`src/sv/bilinear_upscale_2x_assert.svh`:
```
// Assertion macros for the bilinear 2x upscaler; used by the result sequencer.
// Depends on nothing; the macros expect signals named clk and rst_n in scope.
`ifndef BILINEAR_UPSCALE_2X_ASSERT_SVH
`define BILINEAR_UPSCALE_2X_ASSERT_SVH
`ifndef SYNTHESIS
`define BU2X_ASSERT_SAME(label, ante, cons) \
    label: assert property (@(posedge clk) disable iff (!rst_n) (ante) |-> (cons)) \
        else $error("bilinear_upscale_2x assertion failed");
`define BU2X_ASSERT_NEXT(label, ante, cons) \
    label: assert property (@(posedge clk) disable iff (!rst_n) (ante) |=> (cons)) \
        else $error("bilinear_upscale_2x assertion failed");
`else
`define BU2X_ASSERT_SAME(label, ante, cons)
`define BU2X_ASSERT_NEXT(label, ante, cons)
`endif
`endif

```
`src/sv/bu2x_pkg.sv`:
```
// Package for the bilinear 2x upscaler: sizes, register indexes and the job record.
// Depends on nothing.
package bu2x_pkg;

    localparam int MAX_ROWS = 1024;
    localparam int MAX_COLS = 1024;
    localparam int ROW_W = $clog2(MAX_ROWS);
    localparam int COL_W = $clog2(MAX_COLS);
    localparam int DIM_W = 11;
    localparam int PIX_W = 16;
    localparam int VAL_W = 18;
    localparam int COORD_W = 11;
    localparam int CFG_IDX_W = 8;
    localparam int NUM_BLOCKS = 4;
    localparam int OUT_DATA_W = 40;

    localparam logic [DIM_W-1:0] DIM_RESET = DIM_W'(1024);

    localparam logic [CFG_IDX_W-1:0] REG_SOURCE_COLS = CFG_IDX_W'(0);
    localparam logic [CFG_IDX_W-1:0] REG_SOURCE_ROWS = CFG_IDX_W'(1);

    typedef struct packed {
        logic [PIX_W-1:0]      pix;
        logic [PIX_W-1:0]      left;
        logic [PIX_W-1:0]      cur;
        logic [COL_W-1:0]      col;
        logic [ROW_W-1:0]      row;
        logic [NUM_BLOCKS-1:0] blocks;
    } bu2x_job_t;

endpackage

```
`src/sv/bu2x_emit.sv`:
```
// Result sequencer: walks the 2x2 blocks of one job and feeds the output register.
// Depends on bu2x_pkg and the assertion macro header.
`include "bilinear_upscale_2x_assert.svh"
module bu2x_emit (
    input  logic                              clk,
    input  logic                              rst_n,
    input  logic                              job_valid,
    input  bu2x_pkg::bu2x_job_t               job,
    output logic                              job_take,
    input  logic [bu2x_pkg::PIX_W-1:0]        up,
    output logic                              m_tvalid,
    input  logic                              m_tready,
    output logic [bu2x_pkg::OUT_DATA_W-1:0]   m_tdata,
    output logic                              m_tlast
);
    import bu2x_pkg::*;

    bu2x_job_t             cur_reg;
    logic [PIX_W-1:0]      up_reg;
    logic                  busy_reg;
    logic [1:0]            sub_reg;
    logic                  out_valid_reg, out_last_reg;
    logic [OUT_DATA_W-1:0] out_data_reg;

    logic                  out_load, emit, block_end, job_done;
    logic [NUM_BLOCKS-1:0] rest;
    logic [PIX_W-1:0]      a, b, d, e;
    logic [COL_W-1:0]      i;
    logic [ROW_W-1:0]      j;
    logic [VAL_W-1:0]      value;
    logic [COORD_W-1:0]    x, y;

    assign out_load  = !out_valid_reg || m_tready;
    assign emit      = busy_reg && out_load;
    assign block_end = emit && (sub_reg == 2'd3);
    assign rest      = cur_reg.blocks & (cur_reg.blocks - NUM_BLOCKS'(1));
    assign job_done  = block_end && (rest == '0);
    assign job_take  = job_valid && (!busy_reg || job_done);

    always_comb
    begin
        a = cur_reg.pix;
        b = cur_reg.pix;
        d = cur_reg.pix;
        e = cur_reg.pix;
        i = cur_reg.col;
        j = cur_reg.row;
        if (cur_reg.blocks[0])
        begin
            a = cur_reg.left;
            b = cur_reg.cur;
            d = up_reg;
            i = cur_reg.col - COL_W'(1);
            j = cur_reg.row - ROW_W'(1);
        end
        else if (cur_reg.blocks[1])
        begin
            a = up_reg;
            d = up_reg;
            i = cur_reg.col - COL_W'(1);
        end
        else if (cur_reg.blocks[2])
        begin
            a = cur_reg.cur;
            b = cur_reg.cur;
            j = cur_reg.row - ROW_W'(1);
        end
        case (sub_reg)
            2'd0:    value = {a, 2'b00};
            2'd1:    value = {({1'b0, a} + {1'b0, d}), 1'b0};
            2'd2:    value = {({1'b0, a} + {1'b0, b}), 1'b0};
            default: value = VAL_W'(a) + VAL_W'(b) + VAL_W'(d) + VAL_W'(e);
        endcase
        x = COORD_W'({i, sub_reg[1]});
        y = COORD_W'({j, sub_reg[0]});
    end

    always_ff @(posedge clk or negedge rst_n)
    begin
        if (!rst_n)
        begin
            busy_reg      <= 1'b0;
            sub_reg       <= 2'd0;
            out_valid_reg <= 1'b0;
        end
        else
        begin
            if (job_take)
            begin
                busy_reg <= (job.blocks != '0);
                sub_reg  <= 2'd0;
            end
            else if (emit)
            begin
                sub_reg <= sub_reg + 2'd1;
                if (job_done)
                begin
                    busy_reg <= 1'b0;
                end
            end
            if (out_load)
            begin
                out_valid_reg <= emit;
            end
        end
    end

    always_ff @(posedge clk)
    begin
        if (job_take)
        begin
            cur_reg <= job;
            up_reg  <= up;
        end
        else if (block_end)
        begin
            cur_reg.blocks <= rest;
        end
        if (emit)
        begin
            out_data_reg <= {value, y, x};
            out_last_reg <= job_done;
        end
    end

    assign m_tvalid = out_valid_reg;
    assign m_tdata  = out_data_reg;
    assign m_tlast  = out_last_reg;

    `BU2X_ASSERT_SAME(a_busy_has_blocks, busy_reg, cur_reg.blocks != '0)
    `BU2X_ASSERT_SAME(a_no_overwrite, job_take && busy_reg, job_done)
    `BU2X_ASSERT_NEXT(a_last_ends_job, emit && job_done && !job_take, !busy_reg)
    `BU2X_ASSERT_SAME(a_last_at_block_end, emit && job_done, sub_reg == 2'd3 && $onehot(cur_reg.blocks))

endmodule

```
`config.mk`:
```
export PLATFORM = sky130hd
export DESIGN_NAME = bu2x_emit
export DESIGN_NICKNAME = d
export VERILOG_FILES = /design/src/sv/bu2x_pkg.sv /design/src/sv/bu2x_emit.sv
export VERILOG_INCLUDE_DIRS = /design/src /design/src/sv
export SDC_FILE = /design/constraint.sdc
export NUM_CORES = 1
export LEC_CHECK = 0
export BUFFER_PORTS_ARGS = -buffer_cell sky130_fd_sc_hd__buf_2
export CORE_MARGIN = 5
export CORE_UTILIZATION = 30
export DETAILED_ROUTE_END_ITERATION = 10
export GPL_ROUTABILITY_DRIVEN = 0
export PLACE_DENSITY_LB_ADDON = 0.3
export REMOVE_ABC_BUFFERS = 1
export SLEW_MARGIN = 20
export SYNTH_ARGS = -nofsm -noshare
export SYNTH_HDL_FRONTEND = slang
export SYNTH_SLANG_ARGS = --single-unit
```
`constraint.sdc`:
```
create_clock -name clk -period 5.6 [get_ports clk]
set_input_delay 0.84 -clock clk [delete_from_list [all_inputs] [get_ports clk]]
set_output_delay 0.84 -clock clk [all_outputs]
set_load 0.1 [all_outputs]
```
Yosys cells after proc, flatten, opt, wreduce, memory -nomap -nowiden

Index checks and enable logic that the tools add are counted.

Flip-flop bits (word level): 133
Bits of input ports: 92
Output and inout port bits: 43
Word-level logic and storage cells: 60

$add $sub $neg: 9
Equality and inequality tests: 3
Multiplexer cells: 20
Bitwise operators: 1
Reductions and logical operators: 15

Operators with widths:

| kind                  | count |
|---|---|
| $mux 16               | 7 |
| $pmux 18 s3           | 1 |
| $add 16x16->17        | 3 |
| $mux 10               | 5 |
| $sub 10x1->10 const B | 2 |
| $add 17x16->18        | 1 |
| $add 18x16->18        | 1 |
| $mux 4                | 2 |
| $reduce_bool 2->1     | 3 |
| $and 4x4->4           | 1 |
| $eq 2x2->1 const B    | 2 |
| $logic_and 1x1->1     | 4 |
| $logic_not 4->1       | 1 |
| $mux 2                | 2 |
| $reduce_bool 4->1     | 1 |
| $sub 4x1->4 const B   | 1 |
| $mux 1                | 3 |
| $add 2x1->2 const B   | 1 |
| $eq 2x1->1 const B    | 1 |
| $logic_not 1->1       | 2 |
| $logic_not 2->1       | 1 |
| $logic_or 1x1->1      | 2 |
| $reduce_and 2->1      | 1 |

Logic depth before layout (Yosys ltp)

Depth in word-level cells: 9
Gate-level depth with buffers: 19
Mapped depth without buffers: 17

Worst setup path after synthesis

OpenSTA, ideal clock, no wires.

Path kind: reg-to-output
Start: register out_valid_reg, in the netlist m_tvalid
End: output port job_take
Arrival: 4323 ps
Required time: 4760 ps
Slack: 437 ps
Cell stages (with the launch flop): 8
Path buffers: 2
Path through: dfrtp_1 nand2b_1 and2_1 clkbuf_1 and3_1 nand2b_1 and2_1 buf_2

Cells in the longest elaborated chain, start to end: 7

RTL lines:

| item                   | line             | source |
|---|---|---|
| from (decl)            | bu2x_emit.sv:22  | `logic out_valid_reg, out_last_reg;` |
| from (signal assigned) | bu2x_emit.sv:103 | `out_valid_reg <= emit;` |
| $logic_not 1->1        | bu2x_emit.sv:33  | `assign out_load = !out_valid_reg \|\| m_tready;` |
| $logic_or 1x1->1       | bu2x_emit.sv:33  |  |
| $logic_and 1x1->1      | bu2x_emit.sv:34  | `assign emit = busy_reg && out_load;` |
| via emit               | bu2x_emit.sv:25  | `logic out_load, emit, block_end, job_done;` |
| $logic_and 1x1->1      | bu2x_emit.sv:35  | `assign block_end = emit && (sub_reg == 2'd3);` |
| $logic_and 1x1->1      | bu2x_emit.sv:37  | `assign job_done = block_end && (rest == '0);` |
| via job_done           | bu2x_emit.sv:25  |  |
| $logic_or 1x1->1       | bu2x_emit.sv:38  | `assign job_take = job_valid && (!busy_reg \|\| job_done);` |
| $logic_and 1x1->1      | bu2x_emit.sv:38  |  |
| to (decl)              | bu2x_emit.sv:9   | `output logic job_take,` |

The timed path passes the listed nets, and every way through them passes these cells.

Worst setup path after layout

Start: register cur_reg[2] (netlist name)
End: register out_data_reg[37], in the netlist m_tdata[37] (data pin)

Cells in the longest elaborated chain, start to end: 7
Elaborated cells between the ends (all ways): 11
Classes of those cells: 5 x add/sub; 6 x mux

RTL lines:

| item                   | line                             | source |
|---|---|---|
| from (decl)            | bu2x_emit.sv:18                  | `bu2x_job_t cur_reg;` |
| from (signal assigned) | bu2x_emit.sv:112                 | `cur_reg <= job;` |
| $mux 16 *              | bu2x_emit.sv:62                  | `else if (cur_reg.blocks[2])` |
| $mux 16                | bu2x_emit.sv:56                  | `else if (cur_reg.blocks[1])` |
| $mux 16                | bu2x_emit.sv:48                  | `if (cur_reg.blocks[0])` |
| $add 16x16->17         | bu2x_emit.sv:71, bu2x_emit.sv:72 |  |
| $add 17x16->18         | bu2x_emit.sv:72                  | `default: value = VAL_W'(a) + VAL_W'(b) + VAL_W'(d) + VAL_W'(e);` |
| $add 18x16->18         | bu2x_emit.sv:72                  |  |
| $pmux 18 s3 *          | bu2x_emit.sv:68                  | `case (sub_reg)` |
| via value[15]          | bu2x_emit.sv:30                  | `logic [VAL_W-1:0] value;` |
| to (signal assigned)   | bu2x_emit.sv:121                 | `out_data_reg <= {value, y, x};` |
| to (decl)              | bu2x_emit.sv:23                  | `logic [OUT_DATA_W-1:0] out_data_reg;` |

The timed path passes the listed nets; every way through them passes the cells marked *.
A chain may end at the register's enable or synchronous reset.

==> flow_metrics.py <==
metrics = {
    "layout": {
        "final_area_um2": 10040,
        "layout_common_cells": "134 x buf_2, 129 x edfxtp_1, 80 x inv_1, 64 x mux2i_1, 55 x a21oi_1",
        "final_common_cell": "buf_2",
        "largest_reg_flops": 56,
        "diodes": 0,
        "finish.utilization_pct": 36.43,
        "nFillCells": 2778,
        "layout-drive-gt1-share_pct": 23.01,
        "area_growth_pct": 20.70,
        "fin_nets": 1029,
    },
    "logic_synthesis": {
        "synth_area_per_cell_um2": 11.47,
        "ys.flop_type": "edfxtp_1",
        "syn_inst": 725,
        "netlist-cell-type-count": 63,
        "synth_top_area_share_pct": 46.58,
        "synth_edf_count": 129,
        "yosysSeqAreaShare_pct": 47.78,
        "synth_seq_cells": 133,
        "synth-async-reset-ratio_pct": 3.008,
        "yosys-top-cells-area": "edfxtp_1 47%, fa_1 7.9%, mux2i_1 7.7%, ha_1 5.9%, inv_1 3.6%",
        "syn_area_um2": 8317,
        "yosysWarnings": 0,
        "yosys.area.top_type": "edfxtp_1",
    },
    "global_routing": {
        "grtUsageTotal_pct": 13.51,
        "grt_max_degree": 64,
        "grt_pass1_vias": 5912,
        "gr-total-overflow": 0,
        "antenna_found_initial": 0,
        "grt_pass1_wl_mm": 32.39,
    },
    "sta": {
        "rsz0062_at_grt": "false",
        "hold_viol": 0,
        "fin_crit_ns": 4.757,
        "final_max_slew_viol_count": 0,
        "fin_crit_sh_pct": 84.95,
        "slew_headroom_pct": 44.51,
        "fmax_mhz": 210.2,
        "worst_slew_pin_slew_ns": 0.8324,
        "clock_skew_ns": 0.01046,
        "finalSetupViolCount": 0,
    },
    "outcome": {
        "status": "complete, no violations",
    },
    "worst_setup_path": {
        "r2r_cells": 18,
        "r2r_slack_ns": 0.84,
        "crit_path_start_kind": "flop",
        "cp-end-kind": "flop",
        "r2r-start": "cur_reg[2]$_DFFE_PP_",
        "worstReg2RegEnd": "m_tdata[37]$_DFFE_PP_",
        "cp_max_fo": 11,
        "crit_required_ns": 5.76,
        "path_class": "flop to flop",
        "critical_path_arrival_ns": 4.92,
    },
    "place": {
        "place_hpwl_mm": 15.68,
        "port_buffers": 134,
        "dpl_cell_area_um2": 9429,
    },
    "clock_tree": {
        "post_cts_buffers": 0,
        "cts_tree": "yes",
        "clockRootBuffer": "clkbuf_16",
        "clk_pin_slew_ns": 0.07,
        "cts_buffer_depth": 2,
        "insertion_delay_ns": 0.43,
        "cts_made_buffers": 17,
        "cts-htree-levels": 4,
        "cts_sinks": 133,
        "post_cts_resized": 0,
        "holdBufCountCts": 0,
    },
    "detailed_routing": {
        "wl_mm": 20.60,
        "firstDrtPassIters": 5,
        "drc": 0,
        "vias": 5810,
        "wl_per_cell_um": 16.40,
        "via_per_inst": 4.626,
        "drt_iter0_markers": 328,
        "drt.antenna.violating_nets": 0,
    },
    "power": {
        "powerDensity_nw_per_um2": 640.9,
        "ir_worst_vdd_mv": 0.2957,
        "fin_total_pwr_mw": 6.434,
        "cellLeakagePower_nw": 4.131,
    },
    "flow_run": {
        "cap_viol_max_count": 0,
    },
    "floorplan": {
        "core-area_um2": 27550,
        "row_count": 61,
        "die_h_um": 176.5,
        "start_util_pct": 30.18,
        "ioPinCount": 135,
        "die_w_um": 176.5,
        "die_area_um2": 31150,
    },
    "hold_path": {
        "hp-class": "input port to async pin",
    },
}
-- Yosys cell counts, types with 5 or more instances --
library cell / n
ha_1: 39
a221oi_1: 7
a21o_1: 10
buf_2: 5
xnor2_1: 19
o21ai_0: 42
nor3_1: 11
nand2_1: 49
clkbuf_1: 12
fa_1: 33
nor4_1: 8
nand3_1: 6
mux2i_1: 64
o21ai_1: 5
o21a_1: 5
edfxtp_1: 129
a211oi_1: 6
a21oi_1: 56
inv_1: 80
nor2_1: 40
xor2_1: 18
and3_1: 5
-- worst max path at each step --
stage	start	end	slack [ns]	cells past startpoint
after floorplan	m_tvalid$_DFFE_PN0N_	job_take	-0.51	5
after global placement	cur_reg[2]$_DFFE_PP_	m_tdata[37]$_DFFE_PP_	0.95	18
after detailed placement	cur_reg[2]$_DFFE_PP_	m_tdata[37]$_DFFE_PP_	0.87	18
after CTS	cur_reg[2]$_DFFE_PP_	m_tdata[37]$_DFFE_PP_	0.84	18
after global routing	cur_reg[2]$_DFFE_PP_	m_tdata[37]$_DFFE_PP_	0.55	18
final	cur_reg[2]$_DFFE_PP_	m_tdata[37]$_DFFE_PP_	0.84	18
-- cells by family after synthesis --
group	synth area share (%)
compound gates	13.15
xor+xnor	3.896
fa+ha+maj	13.93
flops	47.78
buf+inv	5.371
simple gates	7.763
mux	8.109
-- where the power goes --
part	switching (mW)	internal, mW
Combinational	2.51	1.32
Clock	0.492	0.678
Sequential	0.0862	1.34
-- through the flow --
stage | std cells | setup slack (ns) | TNS, ns | hold WS, ns
floorplan | 698 | -0.5131 | -17.43 | 0.4496
global placement | 1224 | 0.9546 | 0 | 0.4781
detailed placement | 1224 | 0.8675 | 0 | 0.4737
CTS | 1256 | 0.8398 | 0 | 0.1943
global route | 1256 | 0.5520 | 0 | 0.2027
finish | 1256 | 0.8430 | 0 | 0.2128
-- per-layer routing --
layer / routed length [µm] / up-vias / track usage [%]
met5: 0 / - / 0
li1: - / 2898 / -
met3: 1129 / 12 / 3.298
met2: 9507 / 144 / 21.41
met4: 239 / 0 / 3.288
met1: 9718 / 2756 / 18.72
-- final cells by class --
class / count / area (µm²) / share of cell area [%]
flip-flops and latches: 133 / 3974 / 39.59
multi-input cells: 485 / 3906 / 38.91
repair buffers: 148 / 775.7 / 7.728
well taps: 378 / 473.0 / 4.711
clock buffers: 17 / 425.4 / 4.238
inverters: 80 / 300.3 / 2.991
clock inverters: 15 / 183.9 / 1.832
-- worst max-delay path, stage by stage (launching register included) --
cell and delay, ns:
edfxtp_1 0.38, buf_4 0.22, mux2i_1 0.14, nor2_1 0.10, a21oi_1 0.04, o21ai_0 0.33
inv_1 0.16, fa_1 0.56, inv_1 0.06, fa_1 0.45, ha_1 0.26, fa_1 0.44
a211oi_2 0.26, nor4_1 0.09, o41a_1 0.48, o211ai_2 0.19, a21oi_2 0.08, xnor2_1 0.15
a22oi_1 0.10
No activity file was read; power rests on OpenSTA's default activity.
