==> config.mk <==
export PLATFORM = sky130hd
export DESIGN_NAME = bu2x_ctrl
export DESIGN_NICKNAME = d
export VERILOG_FILES = /design/src/sv/bilinear_upscale_2x_assert.svh /design/src/sv/bu2x_pkg.sv /design/src/sv/bu2x_ctrl.sv
export SDC_FILE = /design/constraint.sdc
export NUM_CORES = 1
export LEC_CHECK = 0
export BUFFER_PORTS_ARGS = -buffer_cell sky130_fd_sc_hd__buf_2
export CAP_MARGIN = 20
export CORE_MARGIN = 1.5
export CORE_UTILIZATION = 56
export DETAILED_ROUTE_END_ITERATION = 8
export GPL_TIMING_DRIVEN = 0
export PLACE_DENSITY = 0.79
export SLEW_MARGIN = 10
export SYNTH_ARGS = -nofsm -noshare
export SYNTH_HDL_FRONTEND = slang
export SYNTH_SLANG_ARGS = --single-unit
==> constraint.sdc <==
create_clock -name clk -period 7.49 [get_ports clk]
set_input_delay 1.1235 -clock clk [delete_from_list [all_inputs] [get_ports clk]]
set_output_delay 1.1235 -clock clk [all_outputs]
set_load 0.05 [all_outputs]
==> src/sv/bilinear_upscale_2x_assert.svh <==
// Assertion macros for the bilinear 2x upscaler; used by the result sequencer.
// Depends on nothing; the macros expect signals named clk and rst_n in scope.
`ifndef BILINEAR_UPSCALE_2X_ASSERT_SVH
`define BILINEAR_UPSCALE_2X_ASSERT_SVH
`ifndef SYNTHESIS
`define BU2X_ASSERT_SAME(label, ante, cons) \
    label: assert property (@(posedge clk) disable iff (!rst_n) (ante) |-> (cons)) \
        else $error("bilinear_upscale_2x assertion failed");
`define BU2X_ASSERT_NEXT(label, ante, cons) \
    label: assert property (@(posedge clk) disable iff (!rst_n) (ante) |=> (cons)) \
        else $error("bilinear_upscale_2x assertion failed");
`else
`define BU2X_ASSERT_SAME(label, ante, cons)
`define BU2X_ASSERT_NEXT(label, ante, cons)
`endif
`endif

==> src/sv/bu2x_pkg.sv <==
// Package for the bilinear 2x upscaler: sizes, register indexes and the job record.
// Depends on nothing.
package bu2x_pkg;

    localparam int MAX_ROWS = 1024;
    localparam int MAX_COLS = 1024;
    localparam int ROW_W = $clog2(MAX_ROWS);
    localparam int COL_W = $clog2(MAX_COLS);
    localparam int DIM_W = 11;
    localparam int PIX_W = 16;
    localparam int VAL_W = 18;
    localparam int COORD_W = 11;
    localparam int CFG_IDX_W = 8;
    localparam int NUM_BLOCKS = 4;
    localparam int OUT_DATA_W = 40;

    localparam logic [DIM_W-1:0] DIM_RESET = DIM_W'(1024);

    localparam logic [CFG_IDX_W-1:0] REG_SOURCE_COLS = CFG_IDX_W'(0);
    localparam logic [CFG_IDX_W-1:0] REG_SOURCE_ROWS = CFG_IDX_W'(1);

    typedef struct packed {
        logic [PIX_W-1:0]      pix;
        logic [PIX_W-1:0]      left;
        logic [PIX_W-1:0]      cur;
        logic [COL_W-1:0]      col;
        logic [ROW_W-1:0]      row;
        logic [NUM_BLOCKS-1:0] blocks;
    } bu2x_job_t;

endpackage

==> src/sv/bu2x_ctrl.sv <==
// Configuration registers, frame position counters and the input capture stage.
// Depends on bu2x_pkg; drives the line buffer and hands jobs to the emitter.
module bu2x_ctrl (
    input  logic                            clk,
    input  logic                            rst_n,
    input  logic                            cfg_valid,
    output logic                            cfg_ready,
    input  logic [bu2x_pkg::CFG_IDX_W-1:0]  cfg_index,
    input  logic [bu2x_pkg::DIM_W-1:0]      cfg_data,
    input  logic                            s_tvalid,
    output logic                            s_tready,
    input  logic [bu2x_pkg::PIX_W-1:0]      pixel,
    output logic                            mem_en,
    output logic [bu2x_pkg::ROW_W-1:0]      mem_addr,
    input  logic [bu2x_pkg::PIX_W-1:0]      mem_rdata,
    output logic                            job_valid,
    output bu2x_pkg::bu2x_job_t             job,
    input  logic                            job_take
);
    import bu2x_pkg::*;

    logic [DIM_W-1:0] cols_reg, rows_reg;
    logic [COL_W-1:0] col_reg, col_next;
    logic [ROW_W-1:0] row_reg, row_next;
    logic [PIX_W-1:0] cur_reg;
    logic             s1_valid_reg;
    bu2x_job_t        s1_reg;

    logic [COL_W:0]   cols_eff;
    logic [ROW_W:0]   rows_eff;
    logic [COL_W-1:0] c;
    logic [ROW_W-1:0] r;
    logic [COL_W:0]   c_inc;
    logic [ROW_W:0]   r_inc;
    logic             last_row, last_col, in_acc, cfg_acc, cfg_hit;
    logic [NUM_BLOCKS-1:0] blocks;

    assign cfg_ready = 1'b1;
    assign cfg_acc   = cfg_valid && cfg_ready;
    assign cfg_hit   = cfg_acc && (cfg_index == REG_SOURCE_COLS || cfg_index == REG_SOURCE_ROWS);
    assign s_tready  = !s1_valid_reg || job_take;
    assign in_acc    = s_tvalid && s_tready;

    always_comb
    begin
        if (cols_reg == '0)
        begin
            cols_eff = (COL_W+1)'(1);
        end
        else if (32'(cols_reg) > MAX_COLS)
        begin
            cols_eff = (COL_W+1)'(MAX_COLS);
        end
        else
        begin
            cols_eff = (COL_W+1)'(cols_reg);
        end
        if (rows_reg == '0)
        begin
            rows_eff = (ROW_W+1)'(1);
        end
        else if (32'(rows_reg) > MAX_ROWS)
        begin
            rows_eff = (ROW_W+1)'(MAX_ROWS);
        end
        else
        begin
            rows_eff = (ROW_W+1)'(rows_reg);
        end
    end

    always_comb
    begin
        c = ({1'b0, col_reg} >= cols_eff) ? '0 : col_reg;
        r = ({1'b0, row_reg} >= rows_eff) ? '0 : row_reg;
        last_row = ({1'b0, r} == rows_eff - (ROW_W+1)'(1));
        last_col = ({1'b0, c} == cols_eff - (COL_W+1)'(1));
        blocks[0] = (c != '0) && (r != '0);
        blocks[1] = (c != '0) && last_row;
        blocks[2] = last_col && (r != '0);
        blocks[3] = last_col && last_row;
        r_inc = {1'b0, r} + (ROW_W+1)'(1);
        c_inc = {1'b0, c} + (COL_W+1)'(1);
        row_next = r_inc[ROW_W-1:0];
        col_next = c;
        if (r_inc >= rows_eff)
        begin
            row_next = '0;
            col_next = (c_inc >= cols_eff) ? '0 : c_inc[COL_W-1:0];
        end
    end

    assign mem_en   = in_acc;
    assign mem_addr = r;

    always_ff @(posedge clk or negedge rst_n)
    begin
        if (!rst_n)
        begin
            cols_reg     <= DIM_RESET;
            rows_reg     <= DIM_RESET;
            col_reg      <= '0;
            row_reg      <= '0;
            cur_reg      <= '0;
            s1_valid_reg <= 1'b0;
        end
        else
        begin
            if (cfg_acc && cfg_index == REG_SOURCE_COLS)
            begin
                cols_reg <= cfg_data;
            end
            if (cfg_acc && cfg_index == REG_SOURCE_ROWS)
            begin
                rows_reg <= cfg_data;
            end
            if (cfg_hit)
            begin
                col_reg <= '0;
                row_reg <= '0;
            end
            else if (in_acc)
            begin
                col_reg <= col_next;
                row_reg <= row_next;
            end
            if (in_acc)
            begin
                cur_reg      <= pixel;
                s1_valid_reg <= 1'b1;
            end
            else if (job_take)
            begin
                s1_valid_reg <= 1'b0;
            end
        end
    end

    always_ff @(posedge clk)
    begin
        if (in_acc)
        begin
            s1_reg.pix    <= pixel;
            s1_reg.left   <= mem_rdata;
            s1_reg.cur    <= cur_reg;
            s1_reg.col    <= c;
            s1_reg.row    <= r;
            s1_reg.blocks <= blocks;
        end
    end

    assign job_valid = s1_valid_reg;
    assign job       = s1_reg;

endmodule

# Yosys cells after proc, flatten, opt, wreduce, memory -nomap -nowiden
# Index checks and enable logic that the tools add are counted.
dict set report word_totals {
  reg_bits 131
  word_cells 58
}
dict set report classes {
  add_sub_neg 4
  order_cmp 6
  eq_ne 3
  muxes 15
  reduce_logical 18
}
# cell n
set op_table {}
lappend op_table {{10-bit 2-to-1 mux} 9}
lappend op_table {{11-bit 2-to-1 mux} 4}
lappend op_table {{10-bit by 1-bit adder with 11-bit output (second input constant)} 2}
lappend op_table {{10-bit by 11-bit equality test with 1-bit output} 2}
lappend op_table {{10-bit by 11-bit greater-or-equal comparator with 1-bit output} 2}
lappend op_table {{11-bit greater-or-equal comparator} 2}
lappend op_table {{11-bit > comparator (second input constant)} 2}
lappend op_table {{11-bit zero test} 2}
lappend op_table {{11-bit by 1-bit subtractor with 11-bit output (second input constant)} 2}
lappend op_table {{10-bit nonzero test} 2}
lappend op_table {{8-bit by 1-bit equality test with 1-bit output (second input constant)} 1}
lappend op_table {{1-bit logical AND} 8}
lappend op_table {{8-bit zero test} 1}
lappend op_table {{2-bit nonzero test} 2}
lappend op_table {{1-bit logical OR} 2}
lappend op_table {{1-bit 2-to-1 mux} 2}
lappend op_table {{1-bit zero test} 1}

# Logic depth before layout (Yosys ltp)
dict set report depth {
  ltp_word 11
  ltp_mapped 28
  depth_no_buf 26
}

# Worst setup path before layout
# Ideal clock, no wire load.
dict set report synth_path {
  path_kind {reg2reg}
  startpoint {reg rows_reg[10]}
  endpoint {reg col_reg[2]}
  arrival_time_ns 5.530
  t_required_ns 7.421
  setup_slack_ns 1.892
  stages_incl_launch_ff 24
  path_buffers 3
  synth_period_minus_slack_ns 5.598
  path_cell_list {dfstp_2 -> clkbuf_1 -> inv_1 -> clkbuf_1 -> nand2_1 -> ha_1 -> a21oi_1 -> nor2b_1 -> a2111oi_0 -> a311o_1 -> clkbuf_1 -> and2_1 -> ha_1 -> nand4_1 -> nor2_1 -> xor2_1 -> ha_1 -> nand4_1 -> nor4_1 -> o41a_1 -> nor2_1 -> nor3b_1 -> o21ai_0 -> nand2_1}
}
dict set report synth_via {
  elab_chain_len 10
}
# item line
set synth_rtl {}
lappend synth_rtl {{start, declared} bu2x_ctrl.sv:22} ;# logic [DIM_W-1:0] cols_reg, rows_reg;
lappend synth_rtl {{start signal, assigned} bu2x_ctrl.sv:115} ;# rows_reg <= cfg_data;
lappend synth_rtl {{11-bit > comparator} bu2x_ctrl.sv:62} ;# else if (32'(rows_reg) > MAX_ROWS)
lappend synth_rtl {{11-bit 2-to-1 mux} bu2x_ctrl.sv:62}
lappend synth_rtl {{11-bit 2-to-1 mux *} bu2x_ctrl.sv:58} ;# if (rows_reg == '0)
lappend synth_rtl {{10-bit by 11-bit greater-or-equal comparator with 1-bit output *} bu2x_ctrl.sv:75} ;# r = ({1'b0, row_reg} >= rows_eff) ? '0 : row_reg;
lappend synth_rtl {{10-bit 2-to-1 mux *} bu2x_ctrl.sv:75}
lappend synth_rtl {{via mem_addr (one bit)} bu2x_ctrl.sv:14} ;# output logic [bu2x_pkg::ROW_W-1:0] mem_addr,
lappend synth_rtl {{10-bit by 1-bit adder with 11-bit output *} bu2x_ctrl.sv:82} ;# r_inc = {1'b0, r} + (ROW_W+1)'(1);
lappend synth_rtl {{11-bit greater-or-equal comparator *} bu2x_ctrl.sv:86} ;# if (r_inc >= rows_eff)
lappend synth_rtl {{10-bit 2-to-1 mux *} bu2x_ctrl.sv:86}
lappend synth_rtl {{10-bit 2-to-1 mux *} bu2x_ctrl.sv:122} ;# else if (in_acc)
lappend synth_rtl {{10-bit 2-to-1 mux *} bu2x_ctrl.sv:117} ;# if (cfg_hit)
lappend synth_rtl {{end signal, assigned} bu2x_ctrl.sv:124} ;# col_reg <= col_next;
lappend synth_rtl {{end, declared} bu2x_ctrl.sv:23} ;# logic [COL_W-1:0] col_reg, col_next;
# The timed path passes the listed nets; every way through them passes the cells marked *. The select of a mux whose other input is x is not followed.
# A chain may end at the register's enable or synchronous reset.

# Worst setup path in the final report
dict set report layout_path {
  startpoint {reg cols_reg[10]}
  endpoint {reg col_reg[1]}
}
dict set report layout_via {
  elab_chain_len 11
}
# item line
set layout_rtl {}
lappend layout_rtl {{start, declared} bu2x_ctrl.sv:22}
lappend layout_rtl {{start signal, assigned} bu2x_ctrl.sv:111} ;# cols_reg <= cfg_data;
lappend layout_rtl {{11-bit > comparator} bu2x_ctrl.sv:50} ;# else if (32'(cols_reg) > MAX_COLS)
lappend layout_rtl {{11-bit 2-to-1 mux} bu2x_ctrl.sv:50}
lappend layout_rtl {{11-bit 2-to-1 mux *} bu2x_ctrl.sv:46} ;# if (cols_reg == '0)
lappend layout_rtl {{10-bit by 11-bit greater-or-equal comparator with 1-bit output *} bu2x_ctrl.sv:74} ;# c = ({1'b0, col_reg} >= cols_eff) ? '0 : col_reg;
lappend layout_rtl {{10-bit 2-to-1 mux *} bu2x_ctrl.sv:74}
lappend layout_rtl {{via c[0]} bu2x_ctrl.sv:31} ;# logic [COL_W-1:0] c;
lappend layout_rtl {{10-bit by 1-bit adder with 11-bit output *} bu2x_ctrl.sv:83} ;# c_inc = {1'b0, c} + (COL_W+1)'(1);
lappend layout_rtl {{11-bit greater-or-equal comparator} bu2x_ctrl.sv:89} ;# col_next = (c_inc >= cols_eff) ? '0 : c_inc[COL_W-1:0];
lappend layout_rtl {{10-bit 2-to-1 mux *} bu2x_ctrl.sv:89}
lappend layout_rtl {{10-bit 2-to-1 mux *} bu2x_ctrl.sv:86}
lappend layout_rtl {{10-bit 2-to-1 mux *} bu2x_ctrl.sv:122}
lappend layout_rtl {{10-bit 2-to-1 mux *} bu2x_ctrl.sv:117}
# Marked as above.

==> results.yml <==
synth:
  ys_seq_area_share_pct: 50.9
  ys_top_cells_by_area: "edfxtp_1 (30%), dfrtp_1 (20%), ha_1 (8.4%), nand2_1 (5.9%), nor2_1 (2.9%)"
  synth-edff-count: 72
  netlist_area_um2: 7150
  synthTopCellsByCount: "nand2_1 (113), edfxtp_1 (72), dfrtp_1 (57)"
  synth.largest_area_cell: "edfxtp_1"
  synth_compound_area_share_pct: 12.6
  yosys.area_share.adder_pct: 8.40
  yosys_warnings: 0
  synth_xor_area_share_pct: 3.31
  synthSimpleGateAreaFrac_pct: 18.3
  synth_area_per_cell_um2: 10.3
  synth-main-ff-cell: "edfxtp_1"
  ys_async_sr_fraction_pct: 45.0
  synth_top_area_share_pct: 30.2
  yosys.cell_types.count: 68
  synth_top_family_by_area: "simple AND/OR/NAND/NOR gates"
  muxShareOfSynthArea_pct: 2.98
  syn-num-nets: 797
  syn_inst: 693
  synth.most_common_cell: "nand2_1"
  yosys_register_bits: 131
finish:
  syn_to_final_growth_pct: 21.8
  final_util_pct: 69.5
  layout-drive-gt1-share_pct: 24.2
  nets: 959
  largest_register_ffs: 72
  fin_cells: 1040
  design_area_um2: 8700
  diodes: 0
critical_path:
  critical_path_required_ns: 7.83
  worstPathArrival_ns: 6.90
  start_kind: "register"
  cp-end-kind: "register"
  worstPathMaxFanout: 10
  crit_type: "register to register"
  r2r_setup_slack_ns: 0.93
drt:
  drt_iter0_markers: 526
  firstDrtPassIters: 7
  wirelength_um: 17700
  wl_met1_um: 7500
  vias_per_cell: 5.84
  drc: 0
  wl_per_cell_um: 17.1
  ant_nets: 0
  routed-wl-met2_um: 8660
  wl_met3_um: 1170
  highest_layer: "met4"
  vias: 6075
global_route:
  antenna_found_initial: 0
  grt_max_degree: 66
  grt_pass1_wl_um: 28700
  grt_overflow: 0
  first_global_vias: 5912
  grt_use_total_pct: 27.5
outcome:
  status: "finished, final reports clean"
clock_network:
  htreeDepth: 4
  cts_hold_buf: 0
  cts_buffers: 17
  cts_resized: 0
  cts_buffer_depth: 2
  clock-sinks: 131
  clock_latency_ns: 0.41
  path_clk_slew_ns: 0.06
  cts_tree: "done"
  clockRootBuffer: "clkbuf_16"
  post-cts-setup-buffers: 0
timing:
  tightest_slew_ns: 0.785
  setup_ws_ns: 0.934
  drv_slew: 0
  slew_headroom_pct: 47.6
  fin_tns_setup_ns: 0
  setup_viol: 0
  hold_violations: 0
  whs_ns: 0.452
  rsz0062_at_grt: "false"
  skew_ns: 0.0112
  fin_crit_sh_pct: 87.5
  fmax_mhz: 153
  fin_crit_ns: 6.56
pwr:
  vdd_drop_max_uv: 144
  p_leak_nw: 3.94
  total_power_mw: 2.45
  p_per_area_nw_per_um2: 282
floorplanning:
  fp.coreArea_um2: 12500
  rows: 41
  die_x_um: 116
  fp.dieH_um: 116
  io_pins: 142
  initial_core_util_pct: 57.1
  die-area_um2: 13500
worst_hold_path:
  hp-class: "register to register"
placed_design:
  place_congestion: 0.969
  post-dp-hpwl_um: 13300
  preCtsSetupSlack_ns: 0.640
  io_buffers: 140
  post_dp_cell_area_um2: 8100
  post-place-cells: 1006
flow_run:
  max-cap-violations: 0
[kinds of logic (layout without fill, tap and decap cells)]
logic type,Yosys count,after routing
AND/OR/NAND/NOR,274,274
multiplexers,19,19
adder cells (fa/ha/maj),48,48
AO/OA/AOI/OAI,134,134
other,1,1
flip-flops,131,131
buffers and inverters,59,234
XOR/XNOR,27,27
[placed cells by master, fill, tap and decap left out, types with 5 or more instances in the layout]
cell         n
nor3b_1      5
clkbuf_1    29
buf_2      141
clkbuf_16   17
ha_1        48
nor2_1      55
nor3_1      14
nand2_1    113
inv_1       23
nand4_1      7
mux2_2      18
nand2b_1     7
o21ai_0     32
nand3_1     22
nor2b_1      6
a21oi_1     26
and3_1       6
a31oi_1      6
o22ai_1      5
o211ai_1     5
edfxtp_1    72
nor4_1       6
and2_1      14
xnor2_1      7
inv_8        6
xor2_1      20
a22o_1      16
dfrtp_1     57
a21o_1       8
[final timing paths]
kind	end	cells past startpoint	from
worst max-delay path	col_reg[1]$_DFFE_PN0P_	25	cols_reg[10]$_DFFE_PN1P_
worst min register to register	job[25]$_DFFE_PP_	0	cur_reg[1]$_DFFE_PN0P_
worst max register to register	col_reg[1]$_DFFE_PN0P_	25	cols_reg[10]$_DFFE_PN1P_
worst min-delay path	job[25]$_DFFE_PP_	0	cur_reg[1]$_DFFE_PN0P_
max in group asynchronous	cur_reg[1]$_DFFE_PN0P_	1	rst_n
min in group asynchronous	cols_reg[2]$_DFFE_PN0P_	1	rst_n
[final cells by class]
class / count / area, µm²
clock inverters: 15 / 164
well taps: 172 / 215
multi-input cells: 503 / 3270
clock buffers: 17 / 425
plain buffers: 35 / 155
fillers: 960 / 3810
flip-flops and latches: 131 / 3640
inverters: 24 / 90.1
repair buffers: 143 / 741
[where the power goes]
group	internal, mW	switching (mW)	total, mW
Combinational	0.243	0.509	0.752
Sequential	0.837	0.0535	0.891
Clock	0.473	0.338	0.811
[critical path: stages, from the launching register on]
cell and delay (ns):
dfstp_2 0.51, clkbuf_1 0.36, inv_1 0.15, clkbuf_1 0.28
o21ai_0 0.24, inv_1 0.11, ha_1 0.29, nor2b_1 0.12
o21ai_0 0.11, a221oi_2 0.44, a21o_1 0.24, clkbuf_1 0.37
nand2_1 0.15, inv_1 0.15, ha_1 0.27, or4b_1 0.57
xnor2_1 0.22, ha_1 0.27, a22oi_1 0.16, nand3_1 0.09
a31oi_1 0.13, o21ai_0 0.14, a21oi_1 0.27, nor3b_1 0.39
buf_2 0.28, a22o_1 0.18
[routing by layer]
| layer | vias up | track usage, % |
|---|---|---|
| met5 | - | 0 |
| met4 | 0 | 10.8 |
| met3 | 42 | 5.39 |
| met2 | 263 | 47.1 |
| met1 | 2938 | 34.5 |
| li1 | 2832 | - |
Note: power is estimated with default switching activity, not from simulation.
